[config.mk]
export PLATFORM = sky130hd
export DESIGN_NAME = btc_div
export DESIGN_NICKNAME = d
export VERILOG_FILES = /design/src/design/btc_pkg.sv /design/src/design/btc_div.sv
export SDC_FILE = /design/constraint.sdc
export NUM_CORES = 1
export LEC_CHECK = 0
export ABC_AREA = 1
export ABC_CLOCK_PERIOD_IN_PS = 5200
export BUFFER_PORTS_ARGS = -buffer_cell sky130_fd_sc_hd__buf_2
export CORE_ASPECT_RATIO = 0.9
export CORE_UTILIZATION = 29
export CTS_CLUSTER_DIAMETER = 150
export DETAILED_ROUTE_END_ITERATION = 12
export SYNTH_ARGS = -nofsm -noshare
export SYNTH_HDL_FRONTEND = slang
export SYNTH_SLANG_ARGS = --single-unit
export TNS_END_PERCENT = 50
[constraint.sdc]
create_clock -name clk -period 5.2 [get_ports clk]
set_input_delay 0 -clock clk [delete_from_list [all_inputs] [get_ports clk]]
set_output_delay 0 -clock clk [all_outputs]
set_load 0.01 [all_outputs]
[src/design/btc_pkg.sv]
// Shared types and constants for the box triangle clipper.
`timescale 1ns / 1ps
package btc_pkg;

	localparam int CoordW = 24;
	localparam int AxisW = 48;
	localparam int DistW = 42;
	localparam logic signed [DistW-1:0] EpsQ22 = 42'sd419430;
	localparam int EmitMax = 9;
	localparam int NumPlanes = 6;

	typedef logic signed [CoordW-1:0] coord_t;

	typedef struct packed {
		coord_t z;
		coord_t y;
		coord_t x;
	} vert_t;

	typedef enum logic [1:0] {
		SIDE_F = 2'd0,
		SIDE_B = 2'd1,
		SIDE_O = 2'd2
	} side_t;

	typedef enum logic [3:0] {
		ST_IDLE,
		ST_LOAD,
		ST_DIST_RD,
		ST_DIST,
		ST_CHECK,
		ST_EDGE_RD,
		ST_EDGE,
		ST_DIV,
		ST_INTERP,
		ST_NEXT,
		ST_EMIT_RD,
		ST_EMIT
	} state_t;

	typedef enum logic [2:0] {
		REG_AXIS_A = 3'd0,
		REG_AXIS_B = 3'd1,
		REG_AXIS_C = 3'd2,
		REG_CD_A = 3'd3,
		REG_CD_B = 3'd4,
		REG_CD_C = 3'd5,
		REG_HALF = 3'd6
	} reg_idx_t;

endpackage

[src/design/btc_div.sv]
// Restoring divider for the crossing parameter t = floor(a*2^16/(a+b)).
`timescale 1ns / 1ps
module btc_div (
	input  logic clk,
	input  logic arst_n,
	input  logic start,
	input  logic [btc_pkg::DistW-1:0] num,
	input  logic [btc_pkg::DistW:0] den,
	output logic busy,
	output logic [16:0] quo
);
	import btc_pkg::*;

	// remainder stays below den, one quotient bit per cycle
	logic [DistW+1:0] rem_q;
	logic [DistW:0] den_q;
	logic [4:0] cnt_q;
	logic [16:0] quo_q;
	logic [DistW+1:0] trial;
	logic [DistW+1:0] shifted;

	always_comb begin
		shifted = {rem_q[DistW:0], 1'b0};
		trial = shifted - {1'b0, den_q};
	end

	always_ff @(posedge clk or negedge arst_n) begin
		if (!arst_n) begin
			cnt_q <= '0;
		end else if (start) begin
			cnt_q <= 5'd17;
		end else if (cnt_q != 5'd0) begin
			cnt_q <= cnt_q - 5'd1;
		end
	end

	// first step handles the integer bit, 16 more give the fraction
	always_ff @(posedge clk) begin
		if (start) begin
			rem_q <= {2'b00, num};
			den_q <= den;
			quo_q <= '0;
		end else if (cnt_q == 5'd17) begin
			if ({1'b0, rem_q} >= {2'b00, den_q}) begin
				rem_q <= rem_q - {1'b0, den_q};
				quo_q <= 17'd1;
			end
		end else if (cnt_q != 5'd0) begin
			if (!trial[DistW+1]) begin
				rem_q <= trial;
				quo_q <= {quo_q[15:0], 1'b1};
			end else begin
				rem_q <= shifted;
				quo_q <= {quo_q[15:0], 1'b0};
			end
		end
	end

	assign busy = (cnt_q != 5'd0) || start;
	assign quo = quo_q;
endmodule
==> flow_metrics.py <==
metrics = {
    "outcome": {
        "run_status": "finished clean",
    },
    "timing": {
        "setup_viol": 0,
        "rsz0062_at_grt": "no",
        "finClkSkew_ns": 0.01349,
        "finalWorstSetupSlack_ns": 1.338,
        "hold_violations": 0,
        "fmax_mhz": 258.9,
        "layout_min_cycle_time_ns": 3.862,
        "worst_slew_pin_slew_ns": 0.9626,
        "timing.final.crit_share_pct": 74.27,
        "setup_tns_ns": 0,
        "drv_slew": 0,
        "slew_headroom_pct": 35.33,
    },
    "synth": {
        "ys_ff_latch": 109,
        "synth-edff-count": 85,
        "synth_area_per_cell_sq_um": 5.914,
        "syn_inst": 2003,
        "synth_warnings": 0,
        "ys_top_cells_by_area": "nand2_1, edfxtp_1, inv_1",
        "synth.cell_area_sq_um": 11850,
        "synth_most_common_cell": "nand2_1",
        "synthFlopType": "edfxtp_1",
        "synth_top_area_share_pct": 23.73,
        "async_reset_ff_share_pct": 4.587,
        "yosysUniqueCellTypes": 43,
        "synthesis.nets": 2181,
        "ys_seq_area_share_pct": 25.81,
        "netlist_top_cells_count": "nand2_1, inv_1, nor2_1",
        "yosysTopAreaCell": "nand2_1",
    },
    "global_routing": {
        "overflow": 0,
        "grt_pass1_wl_microns": 70400,
        "grt_usage_pct": 21.92,
        "grt_max_degree": 70,
        "grt_pass1_vias": 12588,
        "antenna_found_initial": 0,
    },
    "worst_setup_path": {
        "required_ns": 5.48,
        "critPathCaptureType": "register",
        "crit_slowest_cell": "buf_4",
        "crit_arrival_ns": 4.14,
        "crit_buf_inv": 3,
        "crit_family": "simple AND/OR/NAND/NOR gates",
        "crit_path_cell_trace": "ha_1 -> nand2_1 -> inv_1 -> nand2_1 -> nand3_1 -> a21oi_1 -> nand2_1 -> nand2_1 -> nand3_1 -> inv_1 -> o21ai_0 -> ha_2 -> buf_4 -> nor2_1 -> nor2_1 -> nand2_1 -> nand2_1 -> nand2_1 -> nand2_1",
        "crit_fanout": 66,
        "critPathMaxStageDelay_ns": 0.60,
        "worst_setup_path_start_kind": "register",
        "reg2reg_slack_ns": 1.34,
        "cpMostUsedCell": "nand2_1",
        "path_class": "register to register",
    },
    "finish": {
        "diodes": 0,
        "syn2layout_area_growth_pct": 19.43,
        "final_nets": 2358,
        "drive_gt1_share_pct": 7.277,
    },
    "drt": {
        "antenna_left": 0,
        "post-route-drc-count": 0,
        "initialDrtViolationCount": 1321,
        "dr.pass1.iters": 6,
        "detail_route.wl_per_cell_microns": 16.73,
        "viasPerCell": 4.857,
        "wirelength_microns": 45470,
        "vias": 13196,
    },
    "clocking": {
        "cts_root_buf": "clkbuf_16",
        "cts_made_buffers": 9,
        "clk_latency_ns": 0.41,
        "cts.sinks": 109,
        "cts_resized": 0,
        "htree_levels": 3,
        "clk_pin_slew_ns": 0.09,
        "clk_path_buf_depth": 2,
        "cts_tree": "done",
    },
    "power_and_ir_drop": {
        "p_per_area_nw_per_um2": 595.7,
        "p_leak_nw": 7.461,
        "ir_drop_uv": 390.4,
    },
    "floorplan": {
        "io_pins": 106,
        "rows": 69,
        "die_w_microns": 215.0,
        "core_sq_um": 39890,
        "start_util_pct": 29.70,
        "die_h_microns": 193.7,
        "die_area_sq_um": 41660,
    },
    "placement": {
        "port_buffers": 105,
        "post-dp-hpwl_microns": 36520,
        "place_congestion": 0.9822,
        "post-place-ws_ns": 1.465,
    },
    "min_path": {
        "hold_class": "primary input to register",
    },
    "job": {
        "maxCapViolations": 0,
    },
}
tightest hold or removal path: stages:
cell	delay [ns]
buf_2	0.09
nor2_1	0.05
a31oi_1	0.16
state kept, by name, indices dropped and copies added (netlist names):
register	cells
cnt_q	5
den_q	43
quo	17
rem_q	44
placed cells by master (no fill, tap or decap), drive strengths merged, types with 5 or more instances in the layout:
cell type / Yosys / routed
edfxtp: 85 / 85
dfrtp: 5 / 5
nand3b: 6 / 6
a31oi: 12 / 12
nand4: 28 / 28
nand2: 758 / 758
o21bai: 14 / 14
ha: 88 / 88
buf: 6 / 111
nor3: 14 / 14
inv: 336 / 342
xor2: 24 / 24
dlygate4sd3: 0 / 86
nor2: 253 / 253
clkbuf: 25 / 9
o21ai: 62 / 62
a21oi: 118 / 118
dfxtp: 19 / 19
nand3: 125 / 125
stage by stage:
step                      instances  total power, mW  hold slack, ns  instance area [sq um]  util [%]
after floorplan                2003            5.660         -0.2956                  11850         -
after global placement         2615            7.418         -0.1793                  12970     32.52
after detailed placement       2615            7.431         -0.1777                  12970     32.52
after CTS                      2717            8.302         0.01281                  14150     35.47
after global routing           2717            9.183         0.01779                  14150     35.47
final                          2717            8.428         0.01894                  14150     35.47
cell type report:
type                    count  area, sq um
clock buffers               9        225.2
clock inverters             7        92.59
fillers                  4538        25740
inverters                 338         1271
multi-input cells        1525         7402
flip-flops and latches    109         3058
well taps                 532        665.6
repair buffers            197         1434
metal layers:
layer  GRT usage (%)  routed length, microns
met1           31.22                   21890
met2           33.26                   19090
met3           3.937                    3302
met4           6.961                    1189
met5               0                       0
what timing repair did:
item	in CTS	in global routing
endpoints found under the hold margin	89	0
buffers inserted	0	0
hold buffers	86	0
logic make-up after synthesis:
group           synth area share [%]
simple gates                   40.72
buf+inv                        11.79
compound gates                 10.05
flops                          25.81
fa+ha+maj                      9.632
xor+xnor                       1.996
report_power, final:
part	internal, mW	total [mW]	switching (mW)
Combinational	1.92	6.21	4.28
Clock	0.353	0.783	0.430
Sequential	1.24	1.44	0.201
final timing paths:
check | from | to | cells past startpoint
min in group asynchronous | arst_n | cnt_q[4] | 3
worst min register to register | quo[16] | quo[16] | 2
max in group asynchronous | arst_n | cnt_q[0] | 3
worst max register to register | rem_q[13] | rem_q[19] | 19
worst min-delay path | num[5] | rem_q[5] | 3
worst max-delay path | rem_q[13] | rem_q[19] | 19
Power figures use the tool's default switching activity.
